--- config.mk ---
export PLATFORM = sky130hd
export DESIGN_NAME = qrm_round
export DESIGN_NICKNAME = d
export VERILOG_FILES = /design/src/qrm_pkg.sv /design/src/qrm_round.sv
export SDC_FILE = /design/constraint.sdc
export NUM_CORES = 1
export LEC_CHECK = 0
export ABC_AREA = 1
export ABC_CLOCK_PERIOD_IN_PS = 2950
export BUFFER_PORTS_ARGS = -buffer_cell sky130_fd_sc_hd__buf_2
export CAP_MARGIN = 15
export CELL_PAD_IN_SITES_DETAIL_PLACEMENT = 0
export CELL_PAD_IN_SITES_GLOBAL_PLACEMENT = 1
export CORE_AREA = 2 2 249 251
export CTS_BUF_LIST = sky130_fd_sc_hd__clkbuf_16
export CTS_CLUSTER_DIAMETER = 100
export CTS_CLUSTER_SIZE = 20
export DETAILED_ROUTE_END_ITERATION = 10
export DIE_AREA = 0 0 251 253
export MAX_ROUTING_LAYER = met4
export PLACE_DENSITY = 0.66
export SYNTH_ARGS = -nofsm -noshare
export SYNTH_HDL_FRONTEND = slang
export SYNTH_SLANG_ARGS = --single-unit
--- constraint.sdc ---
create_clock -name clk -period 2.95 [get_ports clk]
set_clock_uncertainty 0.05 [all_clocks]
set_input_delay 0.295 -clock clk [delete_from_list [all_inputs] [get_ports clk]]
set_output_delay 0.295 -clock clk [all_outputs]
set_load 0.05 [all_outputs]
--- src/qrm_pkg.sv ---
// Types and constants for the quaternion to rotation matrix pipeline.
// Depends on nothing; used by every module of the block.
package qrm_pkg;

  localparam int IN_W  = 16;          // quaternion component width
  localparam int FRAC  = 14;          // fraction bits of the matrix entries
  localparam int OUT_W = FRAC + 2;    // matrix entry width
  localparam int PW    = 2 * IN_W;    // product width
  localparam int DW    = 2 * IN_W + 1; // norm squared, remainder width
  localparam int NW    = 2 * IN_W + 2; // signed numerator width
  localparam int RW    = DW + 1;       // shifted remainder width
  localparam int NENT  = 9;            // matrix entries
  localparam int NSTEP = FRAC + 1;     // quotient bits after the first

  localparam logic [OUT_W-1:0] ONE_FX = OUT_W'(1) << FRAC;

  typedef struct packed {
    logic signed [IN_W-1:0] q_scalar;
    logic signed [IN_W-1:0] q_i;
    logic signed [IN_W-1:0] q_j;
    logic signed [IN_W-1:0] q_k;
  } quat_t;

  typedef struct packed {
    logic signed [OUT_W-1:0] m00;
    logic signed [OUT_W-1:0] m01;
    logic signed [OUT_W-1:0] m02;
    logic signed [OUT_W-1:0] m10;
    logic signed [OUT_W-1:0] m11;
    logic signed [OUT_W-1:0] m12;
    logic signed [OUT_W-1:0] m20;
    logic signed [OUT_W-1:0] m21;
    logic signed [OUT_W-1:0] m22;
    logic                    zero_error;
  } mat_t;

  // Divider state carried between stages.
  typedef struct packed {
    logic [DW-1:0]                 den;
    logic [NENT-1:0]               neg;
    logic [NENT-1:0][DW-1:0]       rem;
    logic [NENT-1:0][OUT_W-1:0]    quo;
    logic                          zero;
  } div_t;

endpackage

--- src/qrm_round.sv ---
// Output stage: round half away from zero, clamp, apply sign, zero override.
// Depends on qrm_pkg.
module qrm_round import qrm_pkg::*; (
  input  logic clk,
  input  logic rst,
  input  logic en,
  input  logic in_valid,
  input  div_t in_data,
  output logic out_valid,
  output mat_t out_data
);

  logic [NENT-1:0][OUT_W:0]   sum;
  logic [NENT-1:0][OUT_W-1:0] mg;
  logic [NENT-1:0][OUT_W-1:0] ent;

  always_comb begin
    for (int e = 0; e < NENT; e++) begin
      sum[e] = {1'b0, in_data.quo[e]} + (OUT_W + 1)'(1);
      mg[e]  = sum[e][OUT_W:1];
      if (mg[e] > ONE_FX) begin
        mg[e] = ONE_FX;
      end
      ent[e] = in_data.neg[e] ? OUT_W'(-mg[e]) : mg[e];
      if (in_data.zero) begin
        ent[e] = (e % 4 == 0) ? ONE_FX : '0;
      end
    end
  end

  always_ff @(posedge clk) begin
    if (rst) begin
      out_valid <= 1'b0;
    end else if (en) begin
      out_valid <= in_valid;
    end
  end

  always_ff @(posedge clk) begin
    if (en) begin
      out_data.m00        <= ent[0];
      out_data.m01        <= ent[1];
      out_data.m02        <= ent[2];
      out_data.m10        <= ent[3];
      out_data.m11        <= ent[4];
      out_data.m12        <= ent[5];
      out_data.m20        <= ent[6];
      out_data.m21        <= ent[7];
      out_data.m22        <= ent[8];
      out_data.zero_error <= in_data.zero;
    end
  end

endmodule

==> impl_metrics.tcl <==
set metrics [dict create \
    outcome "completed" \
    yosysTopAreaCell "edfxtp_1" \
    grt.total_usage_pct 15.4 \
    postSynthCellCount 2075 \
    htree_num_levels 4 \
    synth_area_per_cell_um2 6.47 \
    end_kind "flip-flop" \
    required_ns 3.10 \
    yosysSeqAreaShare_pct 32.6 \
    hold_ws_ns 0.217 \
    grt_pass1_vias 13800 \
    drt_iter0_drc 853 \
    rows 91 \
    async_flop_share_pct 0 \
    cap_violations 0 \
    grt_pass1_wl_um 74400 \
    ys_top_cells_by_count "nand2_1, nor2_1, inv_1" \
    power_density_nw_per_um2 423 \
    gr-total-overflow 0 \
    syn_nets 2581 \
    clkLatencyLatePin_ns 0.48 \
    yosysWarnings 0 \
    ir_drop_v 0.000461 \
    avgRoutedWirePerCell_um 14.5 \
    seqCellArea_um2 4370 \
    die_w_um 251 \
    portBuffers 303 \
    worst_hold_path_type "input port to flip-flop" \
    synth.area.top_cells "edfxtp_1, nand2_1, nor2_1" \
    ioPinCount 634 \
    cp.arrival_ns 2.86 \
    yosysUniqueCellTypes 53 \
    yosysMostFrequentCell "nand2_1" \
    die_h_um 253 \
    clk_path_buf_depth 2 \
    rsz0062_at_grt "no" \
    synth-main-ff-cell "edfxtp_1" \
    drive_above_1_share_pct 22.5 \
    grt_antenna_before_repair 15 \
    dp_hpwl_um 39100 \
    nFillCells 6784 \
    max_slew.worst_pin.slew_ns 0.697 \
    fin_crit_sh_pct 91.9 \
    area_growth_pct 30.0 \
    cts-buffers-inserted 17 \
    core_area_um2 61000 \
    drt_pass1_iterations 4 \
    clockRootBuffer "clkbuf_16" \
    finalMaxSlewViolations 0 \
    synth_edf_count 145 \
    grt_max_degree 64 \
    total_power_mw 7.38 \
    vias 14600 \
    nets 2999 \
    ys_ff_latch 146 \
    cts_tree "done" \
    start_kind "input port" \
    path_class "input port to flip-flop" \
    remaining_drc_errors 0 \
    setup_viol 0 \
    via_per_inst 4.42 \
    antenna_left 0 \
    relSlewSlack_pct 52.8 \
    synth_top_area_share_pct 32.4 \
    multi_input_area_um2 7760 \
    clk_pin_slew_worst_paths_ns 0.07 \
    cts_sinks 146 \
    gp_congestion 0.874 \
    crit_fanout 10 \
    initial_utilization_pct 22.0 \
    leakage_nw 8.58 \
    hold_violations 0 \
    dieArea_um2 63500 \
    min_period_ns 2.71 \
    routed_wl_um 47900 \
    netlist_area_um2 13400 \
    fmax_ghz 0.369 \
]
[state kept, by name, summed over array words and instances, names as in the netlist]
register and flops:
out_data 145, out_valid 1
[final timing paths]
path / end / slack [ns] / cells past startpoint / start
worst max-delay path: out_data[87]$_SDFFCE_PP0P_ / 0.24 / 17 / in_data[49]
worst min-delay path: out_data[48]$_SDFFCE_PP0P_ / 0.22 / 3 / in_data[448]
worst max register to register: out_valid$_SDFFE_PP0P_ / 1.77 / 3 / out_valid$_SDFFE_PP0P_
worst min register to register: out_valid$_SDFFE_PP0P_ / 0.98 / 3 / out_valid$_SDFFE_PP0P_
[kinds of logic after synthesis]
family	count (synthesis)	share of synthesized area, %
mux	1	0.0746
buf+inv	322	9.75
compound gates	248	11.0
fa+ha+maj	18	1.68
simple gates	1292	41.7
flops	146	32.6
xor+xnor	48	3.24
[stage by stage]
stage / instance area (um2) / setup TNS [ns] / worst slack [ns] / utilization [%] / std cells
4_1_cts: 17400 / 0 / 0.147 / 28.5 / 3296
6_report: 17500 / 0 / 0.238 / 28.6 / 3309
3_3_place_gp: 16800 / -1.94 / -0.346 / 27.5 / 3262
3_5_place_dp: 16800 / -2.03 / -0.348 / 27.5 / 3262
2_1_floorplan: 13400 / 0 / 0.0539 / - / 2075
5_1_grt: 17500 / 0 / 0.0310 / 28.6 / 3309
[repair_timing]
item                                    4_1_cts  5_1_grt
hold buffers                                  2        0
gates resized for setup                       0        4
hold endpoints to repair                      1        0
endpoints found under the setup margin        0        4
buffers inserted                              0        0
[layer usage]
layer  vias up  GRT usage, %  wire length (um)
li1       7656             -                 -
met1      6536          20.2             23200
met2       394          22.9             20300
met3        40          5.06              3890
met4         0          3.32               527
met5         -             -                 0
[worst max-delay path, stage by stage]
cell	delay [ns]
buf_2	0.12
ha_1	0.23
xnor2_1	0.25
nand2_1	0.09
nor2_1	0.17
nand3_1	0.09
nor2_1	0.13
nand3_1	0.08
nand2_1	0.11
inv_2	0.05
or2_2	0.28
ha_1	0.21
or2_2	0.31
nand2_1	0.09
nor2_2	0.10
o21ai_1	0.16
a21oi_1	0.10
[final cells by class]
type                            instances  share of cell area (%)
Timing Repair Buffer                  441                    15.1
Clock buffer                           17                    2.44
Multi-Input combinational cell       1607                    44.5
Clock inverter                         15                    1.03
Inverter                              280                    6.04
Antenna cell                           13                   0.186
Tap cell                              790                    5.66
Sequential cell                       146                    25.1
[power by group]
group	internal (mW)	total, mW	leakage [nW]	switching [mW]
combinational	0.708	2.49	6.88	1.78
sequential	2.51	2.58	1.41	0.0745
clock	1.21	2.31	0.295	1.09
total	4.43	7.38	8.58	2.95
[cell usage in the layout (no fill, tap or decap), types with 12 or more instances in the layout]
master / synthesis / routed
a21oi_1: 84 / 83
buf_2: 8 / 302
buf_4: 4 / 130
clkbuf_16: 0 / 17
diode_2: 0 / 13
edfxtp_1: 145 / 145
ha_1: 18 / 18
inv_1: 276 / 275
nand2_1: 655 / 655
nand2_2: 22 / 22
nand3_1: 165 / 165
nand3b_1: 12 / 12
nand4_1: 64 / 64
nor2_1: 280 / 280
nor2_2: 22 / 21
nor3_1: 35 / 35
o21ai_0: 91 / 90
o21ai_1: 16 / 17
xnor2_1: 15 / 15
xor2_1: 31 / 30
Power figures use the tool's default switching activity.
