## src/qrm_pkg.sv

```systemverilog
// Types and constants for the quaternion to rotation matrix pipeline.
// Depends on nothing; used by every module of the block.
package qrm_pkg;

  localparam int IN_W  = 16;          // quaternion component width
  localparam int FRAC  = 14;          // fraction bits of the matrix entries
  localparam int OUT_W = FRAC + 2;    // matrix entry width
  localparam int PW    = 2 * IN_W;    // product width
  localparam int DW    = 2 * IN_W + 1; // norm squared, remainder width
  localparam int NW    = 2 * IN_W + 2; // signed numerator width
  localparam int RW    = DW + 1;       // shifted remainder width
  localparam int NENT  = 9;            // matrix entries
  localparam int NSTEP = FRAC + 1;     // quotient bits after the first

  localparam logic [OUT_W-1:0] ONE_FX = OUT_W'(1) << FRAC;

  typedef struct packed {
    logic signed [IN_W-1:0] q_scalar;
    logic signed [IN_W-1:0] q_i;
    logic signed [IN_W-1:0] q_j;
    logic signed [IN_W-1:0] q_k;
  } quat_t;

  typedef struct packed {
    logic signed [OUT_W-1:0] m00;
    logic signed [OUT_W-1:0] m01;
    logic signed [OUT_W-1:0] m02;
    logic signed [OUT_W-1:0] m10;
    logic signed [OUT_W-1:0] m11;
    logic signed [OUT_W-1:0] m12;
    logic signed [OUT_W-1:0] m20;
    logic signed [OUT_W-1:0] m21;
    logic signed [OUT_W-1:0] m22;
    logic                    zero_error;
  } mat_t;

  // Divider state carried between stages.
  typedef struct packed {
    logic [DW-1:0]                 den;
    logic [NENT-1:0]               neg;
    logic [NENT-1:0][DW-1:0]       rem;
    logic [NENT-1:0][OUT_W-1:0]    quo;
    logic                          zero;
  } div_t;

endpackage

```

## src/qrm_div_step.sv

```systemverilog
// One restoring division step for all nine entries: one quotient bit each.
// Depends on qrm_pkg.
module qrm_div_step import qrm_pkg::*; (
  input  logic clk,
  input  logic rst,
  input  logic en,
  input  logic in_valid,
  input  div_t in_data,
  output logic out_valid,
  output div_t out_data
);

  logic [NENT-1:0][RW-1:0] shl;
  logic [NENT-1:0]         ge;

  // shift, compare against the norm
  always_comb begin
    for (int e = 0; e < NENT; e++) begin
      shl[e] = {in_data.rem[e], 1'b0};
      ge[e]  = (shl[e] >= {1'b0, in_data.den});
    end
  end

  always_ff @(posedge clk) begin
    if (rst) begin
      out_valid <= 1'b0;
    end else if (en) begin
      out_valid <= in_valid;
    end
  end

  always_ff @(posedge clk) begin
    if (en) begin
      out_data.den  <= in_data.den;
      out_data.neg  <= in_data.neg;
      out_data.zero <= in_data.zero;
      for (int e = 0; e < NENT; e++) begin
        out_data.rem[e] <= ge[e] ? DW'(shl[e] - {1'b0, in_data.den}) : DW'(shl[e]);
        out_data.quo[e] <= {in_data.quo[e][OUT_W-2:0], ge[e]};
      end
    end
  end

endmodule

```

## config.mk

```make
export PLATFORM = sky130hd
export DESIGN_NAME = qrm_div_step
export DESIGN_NICKNAME = d
export VERILOG_FILES = /design/src/qrm_pkg.sv /design/src/qrm_div_step.sv
export SDC_FILE = /design/constraint.sdc
export NUM_CORES = 1
export LEC_CHECK = 0
export BUFFER_PORTS_ARGS = -buffer_cell sky130_fd_sc_hd__buf_2
export CORE_AREA = 4 4 372 374
export DETAILED_ROUTE_END_ITERATION = 10
export DIE_AREA = 0 0 376 378
export PLACE_DENSITY = 0.53
export SETUP_SLACK_MARGIN = 0.15
export SLEW_MARGIN = 20
export SYNTH_ARGS = -nofsm -noshare
export SYNTH_HDL_FRONTEND = slang
export SYNTH_SLANG_ARGS = --single-unit
```

## constraint.sdc

```tcl
create_clock -name clk -period 4.6 [get_ports clk]
set_input_delay 0.46 -clock clk [delete_from_list [all_inputs] [get_ports clk]]
set_output_delay 0.46 -clock clk [all_outputs]
set_load 0.01 [all_outputs]
```

==> reports/metrics.yaml, run 1 <==
placed_design:
  port_buffers: 963
  place.gp.congestion: 0.903
  place_hpwl_mm: 140
  pre_cts_ws_ns: 0.102
die:
  fp.dieW_um: 376
  dieArea_um2: 142000
  die_h_um: 378
  rows: 135
  io_pins: 973
  core_um2: 135000
  initial_core_util_pct: 24.5
layout:
  final_cell_mix: "buf_2, edfxtp_1, ha_1"
  nets: 5245
  drive_gt1_share_pct: 27.8
  final_common_cell: "buf_2"
  syn_to_final_growth_pct: 36.6
  fill_cells: 14000
  postLayoutCoreUtil_pct: 33.5
grt:
  grt_pass1_vias: 30500
  antenna_found_initial: 88
  top_usage_layer: "met2"
  met2_usage_pct: 39.7
  use_met1_pct: 26.9
  gr-total-overflow: 0
  grt.total_usage_pct: 23.1
  grt_pass1_wl_mm: 231
  grtUsageMet3_pct: 6.37
  grt_start_max_net_pins: 96
power:
  peakVddDrop_uv: 221
  power.density_nw_per_um2: 368
  finalPower_mw: 16.6
  p_leak_nw: 19.5
critical_path:
  cp_slowest_cell: "dlygate4sd3_1"
  crit_family: "compound AO/OA/AOI/OAI gates"
  cp-start-kind: "input pin"
  cp.arrival_ns: 4.73
  crit_path_frequent_cell: "buf_4"
  crit_path_end_kind: "flop"
  path_cells: "dlygate4sd3_1 > buf_2 > inv_1 > buf_4 > ha_1 > o211ai_1 > a21oi_1 > o31ai_1 > buf_4 > nand2_1 > a221o_1 > a211oi_2 > nor2_1 > a2111o_1 > buf_12 > mux2_1"
  cp_max_fo: 28
  cp_data_required_time_ns: 4.97
  crit_type: "input pin to flop"
  cp_slowest_stage_delay_ns: 0.60
  cp_num_buf_inv: 6
drt:
  drt_wl_total_mm: 172
  drtIter0Drc: 2129
  ant_nets: 0
  drc: 0
  vias: 31400
  viasPerCell: 4.98
  wl_per_cell_um: 27.3
  first_pass_iters: 5
sta:
  final.setup.tns_ns: 0
  finalHoldViolCount: 0
  worstMarginPinSlew_ns: 0.947
  setup_viol: 0
  worst_slack_ns: 0.241
  rsz0062_at_grt: "no"
  slew_headroom_pct: 36.8
  clock.fmax_mhz: 229
  finClkSkew_ns: 0
  fin_crit_sh_pct: 94.8
  slew_viol_final: 0
  whs_ns: 0.0616
  fin_crit_ns: 4.36
logic_synthesis:
  synth_cell_type_count: 85
  syn_avg_cell_area_um2: 10.3
  ys_seq_elements: 485
  syn-cell-area_um2: 33100
  yosys_warnings: 0
  synth_flop_cell: "edfxtp_1"
  syn_nets: 3992
  synth_edf_count: 484
  async_flop_share_pct: 0
  ys_seq_area_share_pct: 44.0
  synthesis.instances: 3198
clocking:
  cts_setup_buffers: 0
  clk_pin_slew_worst_paths_ns: 0.05
  hold_buffers: 173
  clkLatencyLatePin_ns: 0.63
  htreeDepth: 3
  cts_root_buf: "clkbuf_16"
  cts.path.max_buffers: 3
  cts_buffers: 69
  clock_sinks: 485
  cts_tree: "yes"
  cts-resized-gates: 0
status:
  outcome: "complete, no violations"
run:
  max_cap_viol_count: 0
min_path:
  hp-class: "input pin to flop"
-- final timing paths --
path | depth (start not counted) | slack (ns) | from | endpoint
worst max-delay path | 16 | 0.24 | in_data[454] | out_data[186]
worst min register to register | 3 | 1.06 | out_valid | out_valid
worst max register to register | 3 | 3.45 | out_valid | out_valid
worst min-delay path | 1 | 0.06 | in_data[464] | out_data[464]
-- metrics by stage --
step | instance area, µm² | instances
6_report | 45200 | 6309
5_1_grt | 45200 | 6294
4_1_cts | 45100 | 6287
3_5_place_dp | 40900 | 5988
3_3_place_gp | 40900 | 5988
2_1_floorplan | 33100 | 3198
-- cells by family (layout without fill, tap and decap cells) --
| logic type | after synthesis | in the layout | synth area share (%) |
|---|---|---|---|
| AOI/OAI and AO/OA | 1028 | 1028 | 19.8 |
| xor gates and xnor gates | 236 | 236 | 6.25 |
| adders and majority gates | 306 | 306 | 11.8 |
| buffers and inverters | 210 | 1518 | 2.54 |
| DFF | 485 | 485 | 44.0 |
| muxes | 115 | 115 | 3.98 |
| other | 0 | 22 | 0 |
| and+or+nand+nor | 818 | 818 | 11.7 |
-- where the power goes --
| group | switching (mW) | internal [mW] |
|---|---|---|
| clock | 2.33 | 3.63 |
| sequential | 0.205 | 5.60 |
| combinational | 2.93 | 1.93 |
| total | 5.47 | 11.2 |
-- worst reg2reg max path, stage by stage, from the launching register on --
cell,delay (ns)
dfxtp_1,0.31
mux2i_1,0.12
nor2_1,0.05
dlygate4sd3_1,0.56
-- state kept, by name (all words and copies together) (netlist names) --
name,count
out_data,484
out_valid,1
-- area by class of cell --
type	instances	area, µm²	area share, %
multi-input combinational	2503	17700	39.3
sequential	485	14600	32.2
timing repair buffer	1260	7650	16.9
tap	1781	2230	4.93
clock buffer	76	1750	3.88
clock inverter	50	712	1.58
inverter	132	495	1.10
antenna	22	55.1	0.122
-- metal layers --
layer  share of wire (%)  wire [µm]
met5                0.18        306
met4                 4.7       8030
met3                 8.3      14200
met2                  48      82400
met1                  39      67200
-- synth_stat cells, drive strengths merged, types with 8 or more instances --
| cell | instances | share of area, % |
|---|---|---|
| edfxtp | 484 | 44 |
| xor2 | 103 | 2.7 |
| o21ai | 245 | 3.7 |
| mux2i | 9 | 0.27 |
| o2111ai | 8 | 0.23 |
| or2 | 9 | 0.17 |
| nand3 | 60 | 0.91 |
| o21bai | 36 | 0.82 |
| buf | 30 | 0.50 |
| and2 | 18 | 0.34 |
| clkbuf | 48 | 0.54 |
| o21a | 42 | 0.95 |
| o31ai | 39 | 0.88 |
| o22ai | 9 | 0.17 |
| a31oi | 41 | 0.77 |
| nor2b | 41 | 0.77 |
| or3 | 16 | 0.30 |
| xnor2 | 133 | 3.5 |
| nand2b | 40 | 0.76 |
| nand2 | 278 | 3.2 |
| a2111oi | 8 | 0.21 |
| fa | 9 | 0.54 |
| nor2 | 193 | 2.2 |
| a211oi | 39 | 0.90 |
| nand4 | 42 | 0.79 |
| and3 | 28 | 0.53 |
| a21oi | 298 | 4.6 |
| a21o | 138 | 3.1 |
| a211o | 8 | 0.21 |
| o31a | 8 | 0.21 |
| inv | 131 | 1.5 |
| a41oi | 9 | 0.26 |
| nor3 | 54 | 0.82 |
| ha | 297 | 11 |
| a21boi | 13 | 0.29 |
| mux2 | 106 | 3.7 |
| o211ai | 21 | 0.48 |
Power figures use the tool's default switching activity.
==> inputs of run 2 (changes only) <==
- PLACE_DENSITY: 0.53 -> 0.47
==> reports/metrics.yaml, run 2 (synthesis results as in run 1) <==
status:
  outcome: "complete, no violations"
drt:
  drc: 0
  viasPerCell: 4.92
  wl_per_cell_um: 27.0
  drt_wl_total_mm: 170
  first_pass_iters: 5
  ant_nets: 0
  drtIter0Drc: 2242
  vias: 31100
critical_path:
  crit_family: "compound AO/OA/AOI/OAI gates"
  cp_data_required_time_ns: 4.99
  crit_path_end_kind: "flop"
  cp_slowest_stage_delay_ns: 0.63
  cp_num_buf_inv: 4
  cp_max_fo: 7
  path_cells: "dlygate4sd3_1 > buf_2 > inv_1 > buf_12 > ha_1 > a211o_1 > a211oi_1 > a211oi_1 > a21oi_1 > a21oi_1 > o31ai_1 > nor3_1 > a311o_1 > mux2_1"
  cp_slowest_cell: "dlygate4sd3_1"
  crit_type: "input pin to flop"
  cp.arrival_ns: 4.56
  cp-start-kind: "input pin"
layout:
  drive_gt1_share_pct: 27.7
  largest_register_ffs: 484
  nets: 5249
  final_cell_mix: "buf_2, edfxtp_1, ha_1"
  syn_to_final_growth_pct: 36.4
  final_common_cell: "buf_2"
  top_register: "out_data"
  reg_top3: "out_data (484), out_valid (1)"
sta:
  worst_slack_ns: 0.437
  clock.fmax_mhz: 240
  setup_viol: 0
  finClkSkew_ns: 0
  worstMarginPinSlew_ns: 0.946
  fin_crit_sh_pct: 90.5
  finalHoldViolCount: 0
  slew_headroom_pct: 36.9
  rsz0062_at_grt: "no"
  fin_crit_ns: 4.16
  final.setup.tns_ns: 0
  slew_viol_final: 0
clocking:
  clk_pin_slew_worst_paths_ns: 0.05
  cts_buffers: 68
  hold_buffers: 174
  cts_root_buf: "clkbuf_16"
  htreeDepth: 3
  cts_setup_buffers: 0
  cts-resized-gates: 0
  clkLatencyLatePin_ns: 0.64
  clock_sinks: 485
  cts.path.max_buffers: 3
  cts_tree: "yes"
placed_design:
  place.gp.congestion: 0.895
  port_buffers: 963
  pre_cts_ws_ns: 0.317
  place_hpwl_mm: 138
run:
  max_cap_viol_count: 0
die:
  dieArea_um2: 142000
  initial_core_util_pct: 24.5
  die_h_um: 378
  fp.dieW_um: 376
  core_um2: 135000
  io_pins: 973
  rows: 135
power:
  peakVddDrop_uv: 237
  p_leak_nw: 19.5
  power.density_nw_per_um2: 360
grt:
  gr-total-overflow: 0
  grt_pass1_wl_mm: 230
  antenna_found_initial: 77
  grt.total_usage_pct: 22.9
  grt_start_max_net_pins: 92
  grt_pass1_vias: 30500
min_path:
  hp-class: "input pin to flop"
[run 2: cell types whose count changed in the layout (fill, tap and decap cells not counted), moves of 2 or more]
cell	before	now
diode_2	22	29
bufinv_16	15	9
clkbuf_1	7	12
buf_12	13	17
clkinv_2	12	9
inv_6	0	3
clkinv_8	4	2
clkinvlp_4	6	8
[run 2: worst paths after layout]
| path | startpoint | to | slack (ns) | cells after the start |
|---|---|---|---|---|
| worst max-delay path | in_data[463] | out_data[209] | 0.44 | 14 |
| worst max register to register | out_valid | out_valid | 3.45 | 3 |
| worst min-delay path | in_data[453] | out_data[453] | 0.06 | 1 |
| worst min register to register | out_valid | out_valid | 1.05 | 3 |
[run 2: through the flow]
stage          cell area, µm²  total power, mW  util, %  hold WS [ns]  cells
2_1_floorplan           33100             8.46        -         0.528   3198
3_3_place_gp            41000             10.7     30.4         0.469   5992
3_5_place_dp            41000             10.6     30.4         0.485   5992
4_1_cts                 45100             16.5     33.4       0.00818   6291
5_1_grt                 45100             17.1     33.4        0.0333   6297
6_report                45100             16.3     33.4        0.0650   6320
[run 2: layout make-up]
cell class / instances / area [µm²]
inverters: 132 / 495
diodes: 29 / 72.6
fillers: 14000 / 89800
repair buffers: 1265 / 7740
well taps: 1781 / 2230
multi-input cells: 2503 / 17700
clock inverters: 45 / 551
flip-flops and latches: 485 / 14600
clock buffers: 80 / 1750
[run 2: per-layer routing]
metal  up-vias  wire [µm]  GRT usage [%]
li1      14700          -              -
met1     14900      67600           27.5
met2      1204      82800           39.8
met3       230      13000           5.04
met4        14       6830           8.81
met5         -         92              0
[run 2: where the power goes]
part	switching [mW]	internal (mW)
Clock	2.32	3.27
Sequential	0.199	5.60
Combinational	2.92	1.95
Total	5.44	10.8
